==> config.mk <==
export PLATFORM = sky130hd
export DESIGN_NAME = decimal_float_text_scanner_top
export DESIGN_NICKNAME = d
export VERILOG_FILES = /design/src/dfts_pkg.sv /design/src/decimal_float_text_scanner_top.sv
export SDC_FILE = /design/constraint.sdc
export NUM_CORES = 1
export LEC_CHECK = 0
export ABC_AREA = 1
export BUFFER_PORTS_ARGS = -buffer_cell sky130_fd_sc_hd__buf_2
export CAP_MARGIN = 20
export CORE_MARGIN = 5
export CORE_UTILIZATION = 35
export DETAILED_ROUTE_END_ITERATION = 8
export HOLD_SLACK_MARGIN = 0.05
export PLACE_DENSITY_LB_ADDON = 0.08
export SLEW_MARGIN = 10
export SYNTH_ARGS = -nofsm -noshare
export SYNTH_HDL_FRONTEND = slang
export SYNTH_SLANG_ARGS = --single-unit
==> constraint.sdc <==
create_clock -name clk -period 8.2 [get_ports clk]
set_clock_uncertainty 0.15 [all_clocks]
set_input_delay 0 -clock clk [delete_from_list [all_inputs] [get_ports clk]]
set_output_delay 0 -clock clk [all_outputs]
set_load 0.02 [all_outputs]
==> src/dfts_pkg.sv <==
// shared types and constants for the decimal number text scanner
// no dependencies; imported by decimal_float_text_scanner_top and tb
`default_nettype none

package dfts_pkg;

    localparam int POS_BITS_DEFAULT = 16;

    localparam logic [7:0] RADIX_RESET = 8'h2E;

    localparam logic [7:0] CH_ZERO  = 8'h30;
    localparam logic [7:0] CH_NINE  = 8'h39;
    localparam logic [7:0] CH_SPACE = 8'h20;
    localparam logic [7:0] CH_TAB   = 8'h09;
    localparam logic [7:0] CH_CR    = 8'h0D;
    localparam logic [7:0] CH_MINUS = 8'h2D;
    localparam logic [7:0] CH_PLUS  = 8'h2B;
    localparam logic [7:0] CH_LOW_E = 8'h65;
    localparam logic [7:0] CH_UP_E  = 8'h45;
    localparam logic [7:0] CH_LOW_D = 8'h64;
    localparam logic [7:0] CH_UP_D  = 8'h44;
    localparam logic [7:0] CH_NUL   = 8'h00;

    // largest mantissa that still takes one more digit (up to 5 at the limit)
    localparam logic [63:0] MANT_LIMIT = 64'd1844674407370955161;
    localparam logic [3:0]  MANT_LAST_DIGIT = 4'd5;

    localparam logic signed [31:0] EXP_MAX = 32'sh7FFF_FFFF;
    localparam logic signed [31:0] EXP_MIN = 32'sh8000_0000;
    localparam logic [30:0]        EXP_DIGITS_MAX = 31'h7FFF_FFFF;

    localparam logic [15:0] OFFSET_MAX = 16'hFFFF;

    typedef enum logic [3:0] {
        PH_IDLE,
        PH_WS,
        PH_INT,
        PH_INT_SKIP,
        PH_FRAC,
        PH_FRAC_SKIP,
        PH_EXP_LETTER,
        PH_EXP_SIGNED,
        PH_EXP_DIGITS
    } phase_t;

    typedef struct packed {
        logic [7:0] character;
        logic       first;
    } scan_in_t;

    typedef struct packed {
        logic               negative;
        logic [63:0]        mantissa;
        logic signed [31:0] exponent;
        logic [15:0]        end_offset;
        logic               no_conversion;
    } scan_out_t;

endpackage

`default_nettype wire

==> src/decimal_float_text_scanner_top.sv <==
// decimal number text scanner: sign, mantissa, exponent and end offset of a text
// depends on dfts_pkg for word types, phase codes and character constants
`default_nettype none

// Takes one character word per cycle, sustained while no result waits; the
// result word is registered from the ending character in the input register.
// Each character is resolved in one pass by the 64-bit times-ten add and limit
// compare of the mantissa, which together with the exponent saturation sets the
// cycle time. A result word is given when the scan ends at the first character
// that fits nowhere; a zero byte always ends a string, and first=1 restarts the
// scan at that character. While a result waits to be taken the held input word
// waits too, so the input stalls until the result is taken. The user must write
// radix only while the block is idle; the block itself does not enforce this.
module decimal_float_text_scanner_top
    import dfts_pkg::*;
#(
    parameter int POS_BITS = POS_BITS_DEFAULT
) (
    input  wire logic      clk,
    input  wire logic      rst_n,
    input  wire logic      radix_we,
    input  wire logic [7:0] radix,
    input  wire logic      in_valid,
    output logic           in_ready,
    input  wire scan_in_t  in_data,
    output logic           out_valid,
    input  wire logic      out_ready,
    output scan_out_t      out_data
);

    localparam int EXT_BITS = POS_BITS + 16;
    localparam logic [POS_BITS-1:0] POS_MAX = {POS_BITS{1'b1}};

    logic [7:0] dp_reg;

    scan_in_t in_word_reg;
    logic     in_valid_reg;
    scan_out_t out_word_reg;
    scan_out_t out_word_next;
    logic      out_valid_reg;

    phase_t              phase_reg, phase_next;
    logic                sign_reg, sign_next;
    logic [63:0]         mant_reg, mant_next;
    logic signed [31:0]  scale_reg, scale_next;
    logic [30:0]         edig_reg, edig_next;
    logic                eneg_reg, eneg_next;
    logic [POS_BITS-1:0] pos_reg, pos_next;
    logic [POS_BITS-1:0] lpos_reg, lpos_next;

    logic advance;
    logic fire;
    logic emit;

    // values seen by the current character once a restart is applied
    phase_t              ph_cur;
    logic                sign_cur;
    logic [63:0]         mant_cur;
    logic signed [31:0]  scale_cur;
    logic [30:0]         edig_cur;
    logic                eneg_cur;
    logic [POS_BITS-1:0] pos_cur;
    logic [POS_BITS-1:0] lpos_cur;

    logic [7:0]  c;
    logic [3:0]  d;
    logic        is_digit, is_space, is_letter;
    logic        fits;
    logic [63:0] mant_mul;
    logic [34:0] edig_mul;
    logic [30:0] edig_sat;
    logic signed [32:0] exp_sum;
    logic signed [31:0] exp_sat;
    logic [POS_BITS-1:0] pos_inc;

    assign advance  = !out_valid_reg || out_ready;
    assign fire     = in_valid_reg && advance;
    assign in_ready = !in_valid_reg || advance;

    assign out_valid = out_valid_reg;
    assign out_data  = out_word_reg;

    always_comb
    begin
        if (in_word_reg.first)
        begin
            ph_cur    = PH_WS;
            sign_cur  = 1'b0;
            mant_cur  = '0;
            scale_cur = '0;
            edig_cur  = '0;
            eneg_cur  = 1'b0;
            pos_cur   = '0;
            lpos_cur  = '0;
        end
        else
        begin
            ph_cur    = phase_reg;
            sign_cur  = sign_reg;
            mant_cur  = mant_reg;
            scale_cur = scale_reg;
            edig_cur  = edig_reg;
            eneg_cur  = eneg_reg;
            pos_cur   = pos_reg;
            lpos_cur  = lpos_reg;
        end
    end

    assign c         = in_word_reg.character;
    assign d         = c[3:0];
    assign is_digit  = (c >= CH_ZERO) && (c <= CH_NINE);
    assign is_space  = (c == CH_SPACE) || ((c >= CH_TAB) && (c <= CH_CR));
    assign is_letter = (c == CH_LOW_E) || (c == CH_UP_E) || (c == CH_LOW_D) || (c == CH_UP_D);

    assign fits     = (mant_cur < MANT_LIMIT) || ((mant_cur == MANT_LIMIT) && (d <= MANT_LAST_DIGIT));
    assign mant_mul = {mant_cur[60:0], 3'b000} + {mant_cur[62:0], 1'b0} + {60'd0, d};

    assign edig_mul = {1'b0, edig_cur, 3'b000} + {3'b000, edig_cur, 1'b0} + {31'd0, d};
    assign edig_sat = (edig_mul > {4'd0, EXP_DIGITS_MAX}) ? EXP_DIGITS_MAX : edig_mul[30:0];

    assign exp_sum = {scale_cur[31], scale_cur}
                   + (eneg_cur ? -$signed({2'b00, edig_cur}) : $signed({2'b00, edig_cur}));
    // overflow when the two top bits disagree
    assign exp_sat = (exp_sum[32] != exp_sum[31]) ? (exp_sum[32] ? EXP_MIN : EXP_MAX)
                                                  : exp_sum[31:0];

    assign pos_inc = (pos_cur == POS_MAX) ? pos_cur : pos_cur + 1'b1;

    function automatic logic [15:0] to_offset(input logic [POS_BITS-1:0] p);
        logic [EXT_BITS-1:0] ext;
        begin
            ext = {16'd0, p};
            to_offset = (ext > {{POS_BITS{1'b0}}, OFFSET_MAX}) ? OFFSET_MAX : ext[15:0];
        end
    endfunction

    always_comb
    begin
        logic go_int, go_skip, go_point, go_frac, go_fskip, go_after, go_digits;
        logic nc;
        logic [POS_BITS-1:0] endpos;

        go_int    = 1'b0;
        go_skip   = 1'b0;
        go_point  = 1'b0;
        go_frac   = 1'b0;
        go_fskip  = 1'b0;
        go_after  = 1'b0;
        go_digits = 1'b0;
        nc        = 1'b0;
        endpos    = pos_cur;
        emit      = 1'b0;

        phase_next = ph_cur;
        sign_next  = sign_cur;
        mant_next  = mant_cur;
        scale_next = scale_cur;
        edig_next  = edig_cur;
        eneg_next  = eneg_cur;
        pos_next   = pos_cur;
        lpos_next  = lpos_cur;

        case (ph_cur)
            PH_WS:
            begin
                if (is_space)
                    pos_next = pos_inc;
                else if (c == CH_MINUS)
                begin
                    sign_next  = 1'b1;
                    pos_next   = pos_inc;
                    phase_next = PH_INT;
                end
                else if (c == CH_PLUS)
                begin
                    pos_next   = pos_inc;
                    phase_next = PH_INT;
                end
                else
                    go_int = 1'b1;
            end
            PH_INT:        go_int    = 1'b1;
            PH_INT_SKIP:   go_skip   = 1'b1;
            PH_FRAC:       go_frac   = 1'b1;
            PH_FRAC_SKIP:  go_fskip  = 1'b1;
            PH_EXP_DIGITS: go_digits = 1'b1;
            PH_EXP_LETTER:
            begin
                if (c == CH_MINUS)
                begin
                    eneg_next  = 1'b1;
                    pos_next   = pos_inc;
                    phase_next = PH_EXP_SIGNED;
                end
                else if (c == CH_PLUS)
                begin
                    pos_next   = pos_inc;
                    phase_next = PH_EXP_SIGNED;
                end
                else if (is_digit)
                    go_digits = 1'b1;
                else
                begin
                    emit   = 1'b1;
                    endpos = lpos_cur;
                end
            end
            PH_EXP_SIGNED:
            begin
                if (is_digit)
                    go_digits = 1'b1;
                else
                begin
                    emit   = 1'b1;
                    endpos = lpos_cur;
                end
            end
            default:
            begin
            end
        endcase

        if (go_int)
        begin
            if (is_digit)
            begin
                pos_next   = pos_inc;
                phase_next = PH_INT;
                if (fits)
                    mant_next = mant_mul;
                else
                begin
                    if (scale_cur != EXP_MAX)
                        scale_next = scale_cur + 32'sd1;
                    phase_next = PH_INT_SKIP;
                end
            end
            else
                go_point = 1'b1;
        end

        if (go_skip)
        begin
            if (is_digit)
            begin
                if (scale_cur != EXP_MAX)
                    scale_next = scale_cur + 32'sd1;
                pos_next = pos_inc;
            end
            else
                go_point = 1'b1;
        end

        if (go_point)
        begin
            // a zero byte never acts as the separator
            if ((c != CH_NUL) && (c == dp_reg))
            begin
                pos_next   = pos_inc;
                phase_next = PH_FRAC;
            end
            else
                go_after = 1'b1;
        end

        if (go_frac)
        begin
            if (is_digit)
            begin
                pos_next = pos_inc;
                if (fits)
                begin
                    mant_next = mant_mul;
                    if (scale_cur != EXP_MIN)
                        scale_next = scale_cur - 32'sd1;
                end
                else
                    phase_next = PH_FRAC_SKIP;
            end
            else
                go_after = 1'b1;
        end

        if (go_fskip)
        begin
            if (is_digit)
                pos_next = pos_inc;
            else
                go_after = 1'b1;
        end

        if (go_after)
        begin
            if (pos_cur == '0)
            begin
                emit = 1'b1;
                nc   = 1'b1;
            end
            else if (is_letter)
            begin
                lpos_next  = pos_cur;
                pos_next   = pos_inc;
                phase_next = PH_EXP_LETTER;
            end
            else
                emit = 1'b1;
        end

        if (go_digits)
        begin
            if (is_digit)
            begin
                edig_next  = edig_sat;
                pos_next   = pos_inc;
                phase_next = PH_EXP_DIGITS;
            end
            else
            begin
                scale_next = exp_sat;
                emit       = 1'b1;
            end
        end

        if (emit)
            phase_next = PH_IDLE;

        out_word_next.negative      = nc ? 1'b0 : sign_next;
        out_word_next.mantissa      = nc ? 64'd0 : mant_next;
        out_word_next.exponent      = nc ? 32'sd0 : scale_next;
        out_word_next.end_offset    = to_offset(endpos);
        out_word_next.no_conversion = nc;
    end

    always_ff @(posedge clk or negedge rst_n)
    begin
        if (!rst_n)
            dp_reg <= RADIX_RESET;
        else if (radix_we)
            dp_reg <= radix;
    end

    always_ff @(posedge clk or negedge rst_n)
    begin
        if (!rst_n)
            in_valid_reg <= 1'b0;
        else if (in_ready)
            in_valid_reg <= in_valid;
    end

    always_ff @(posedge clk)
    begin
        if (in_ready && in_valid)
            in_word_reg <= in_data;
    end

    always_ff @(posedge clk or negedge rst_n)
    begin
        if (!rst_n)
        begin
            phase_reg <= PH_IDLE;
            sign_reg  <= 1'b0;
            mant_reg  <= '0;
            scale_reg <= '0;
            edig_reg  <= '0;
            eneg_reg  <= 1'b0;
            pos_reg   <= '0;
            lpos_reg  <= '0;
        end
        else if (fire)
        begin
            phase_reg <= phase_next;
            sign_reg  <= sign_next;
            mant_reg  <= mant_next;
            scale_reg <= scale_next;
            edig_reg  <= edig_next;
            eneg_reg  <= eneg_next;
            pos_reg   <= pos_next;
            lpos_reg  <= lpos_next;
        end
    end

    always_ff @(posedge clk or negedge rst_n)
    begin
        if (!rst_n)
            out_valid_reg <= 1'b0;
        else if (advance)
            out_valid_reg <= fire && emit;
    end

    always_ff @(posedge clk)
    begin
        if (fire && emit)
            out_word_reg <= out_word_next;
    end

endmodule

`default_nettype wire

==> results.yml <==
synth:
  synth-main-ff-cell: "dfrtp_1"
  synth_area_leaders: "dfrtp_1, nand2_1, edfxtp_1"
  yosysTopAreaCell: "dfrtp_1"
  synth_top_family_by_area: "simple AND/OR/NAND/NOR gates"
  synth.avg_cell_area_um2: 6.75
  synth_common_cells: "nand2_1, nor2_1, inv_1"
  async_reset_ff_frac: 0.587
  synth-compound-area-share: 0.157
  synth_edf_count: 123
  ys_types: 68
  synth_most_common_cell: "nand2_1"
  ys_seq_area_frac: 0.290
  synthMuxAreaShare: 0.00198
  synth_seq_cells: 298
  synth-simple-area-share: 0.310
  synth_nets: 4370
  synth_top_area_frac: 0.154
  synth_warnings: 0
  synth_adder_area_share: 0.103
  synthCells: 4122
  synth_area_mm2: 0.0278
  synthXorXnorAreaFrac: 0.0409
timing:
  rsz0062_at_grt: "false"
  fin_setup_tns_ns: 0
  clock.fmax_mhz: 164
  fin_crit_ns: 6.11
  period_share: 0.745
  worst_slew_pin_slew_ns: 1.06
  hold_viol: 0
  hold_ws_ns: 0.198
  setup_violations: 0
  relSlewSlack: 0.290
  finalMaxSlewViolations: 0
grt:
  overflow: 0
  grt_max_degree: 90
  antenna_found_initial: 2
  grt_first_pass_wirelength_um: 155000
  grtUsageTotal: 0.227
  first_global_vias: 26400
cts:
  cts_sinks: 298
  clk_pin_slew_ns: 0.07
  cts_root_buf: "clkbuf_16"
  cts-buffers-inserted: 39
  cts_setup_buffers: 0
  htreeDepth: 2
  max-clock-path-buffers: 3
  clock_latency_ns: 0.59
  cts_tree: "yes"
drt:
  post-route-drc-count: 0
  first_pass_iters: 7
  vias_per_cell: 5.13
  ant_nets: 0
  drt-wirelength-per-cell_um: 18.6
  routed_wl_um: 99500
  detailroute.via_count: 27400
  drt_iter0_markers: 2350
critical_path:
  worst_path_largest_cell_delay_ns: 0.67
  cp_common_cell: "nand2_1"
  critPathRequiredTime_ns: 8.34
  cp_top_family: "simple AND/OR/NAND/NOR gates"
  cp-start-kind: "flop"
  crit_path_top_delay_cell: "inv_2"
  path_buf_inv: 4
  endpoint_kind: "flop"
  cp_max_fo: 36
  arrival_ns: 6.25
  criticalPathCategory: "reg2reg"
power_and_ir_drop:
  vdd.ir_drop.worst_uv: 119
  clockPowerShare: 0.344
  leakage_nw: 15.4
  p_seq_frac: 0.375
  pwr-share-comb: 0.281
  p_int_w: 0.00323
  p_sw_w: 0.00192
  p_per_area_mw_per_mm2: 165
  p_sw_frac: 0.373
die:
  start_util: 0.353
  die_w_um: 292
  ios: 138
  die-area_mm2: 0.0852
  num_rows: 103
  core_mm2: 0.0789
  die_y_um: 292
placed_design:
  io_buffers: 137
  hpwl_um: 75600
  gp_congestion: 0.945
run:
  drv_cap: 0
layout:
  final_util: 0.396
  largest_reg_flops: 114
  area_growth_pct: 12.2
  num-nets-final: 4507
  layout-drive-gt1-share: 0.0860
status:
  status: "complete, no violations"
hold_path:
  worstHoldPathType: "in2reg"
[final timing paths]
| kind | depth (start not counted) | start | endpoint | slack, ns |
|---|---|---|---|---|
| min in group asynchronous | 4 | rst_n | pos_reg[1] | 0.48 |
| worst max register to register | 28 | in_word_reg[0] | out_data[30] | 2.09 |
| worst min register to register | 2 | scale_reg[17] | scale_reg[17] | 0.33 |
| max in group asynchronous | 4 | rst_n | edig_reg[25] | 6.72 |
| worst min-delay path | 3 | radix_we | dp_reg[3] | 0.20 |
| worst max-delay path | 28 | in_word_reg[0] | out_data[30] | 2.09 |
[tightest hold or removal path: stages]
cell	delay [ns]
buf_2	0.22
o21ai_0	0.11
dlygate4sd3_1	0.55
[layer usage]
layer / GRT usage / wire length [um] / vias to the layer above
met5: 0 / 0 / -
met3: 0.0296 / 5620 / 83
met1: 0.349 / 50800 / 12700
met2: 0.342 / 41200 / 716
li1: - / - / 13900
met4: 0.0431 / 1800 / 0
[metrics by stage]
stage | area [um^2] | setup slack, ns | cells | total power [W]
6_report | 31200 | 2.09 | 5341 | 0.00515
3_3_place_gp | 29400 | 2.20 | 5214 | 0.00340
2_1_floorplan | 27800 | 0.743 | 4122 | 0.00291
3_5_place_dp | 29400 | 2.15 | 5214 | 0.00339
4_1_cts | 31200 | 2.11 | 5340 | 0.00522
5_1_grt | 31200 | 1.46 | 5340 | 0.00544
[power by group through the flow]
| stage | clock network [W] | logic [W] | registers [W] |
|---|---|---|---|
| floorplan | 0 | 0.000816 | 0.00210 |
| global placement | 0 | 0.00144 | 0.00196 |
| detailed placement | 0 | 0.00143 | 0.00196 |
| CTS | 0.00183 | 0.00146 | 0.00193 |
| global route | 0.00188 | 0.00160 | 0.00196 |
| finish | 0.00177 | 0.00145 | 0.00193 |
[cell families (layout without fill, tap and decap cells)]
| logic type | count (synthesis) | count (layout) |
|---|---|---|
| simple gates | 2014 | 2014 |
| compound gates | 804 | 804 |
| buf+inv | 645 | 813 |
| flops | 298 | 298 |
| fa+ha+maj | 226 | 226 |
| xor+xnor | 130 | 130 |
| mux | 5 | 5 |
| other cells | 0 | 1 |
[layout make-up]
cell class                 instances  area (um^2)
antenna                            1         2.50
timing repair buffer             214         1460
multi-input combinational       3179        17100
clock inverter                    24          241
fill                            8602        47600
tap                             1050         1310
clock buffer                      48         1030
inverter                         527         1980
sequential                       298         8080
[layout by cell type (no fill, tap or decap), types with 123 or more instances in the layout]
cell type and count:
nand2_1 1026, nor2_1 545, inv_1 492, o21ai_0 350, a21oi_1 251, ha_1 221, nand3_1 197, dfrtp_1 171
buf_2 136, edfxtp_1 123
[what timing repair did]
action | 4_1_cts | 5_1_grt
hold buffers | 54 | 0
hold endpoints to repair | 99 | 0
resized for setup | 0 | 0
Note: power is estimated with default switching activity, not from simulation.
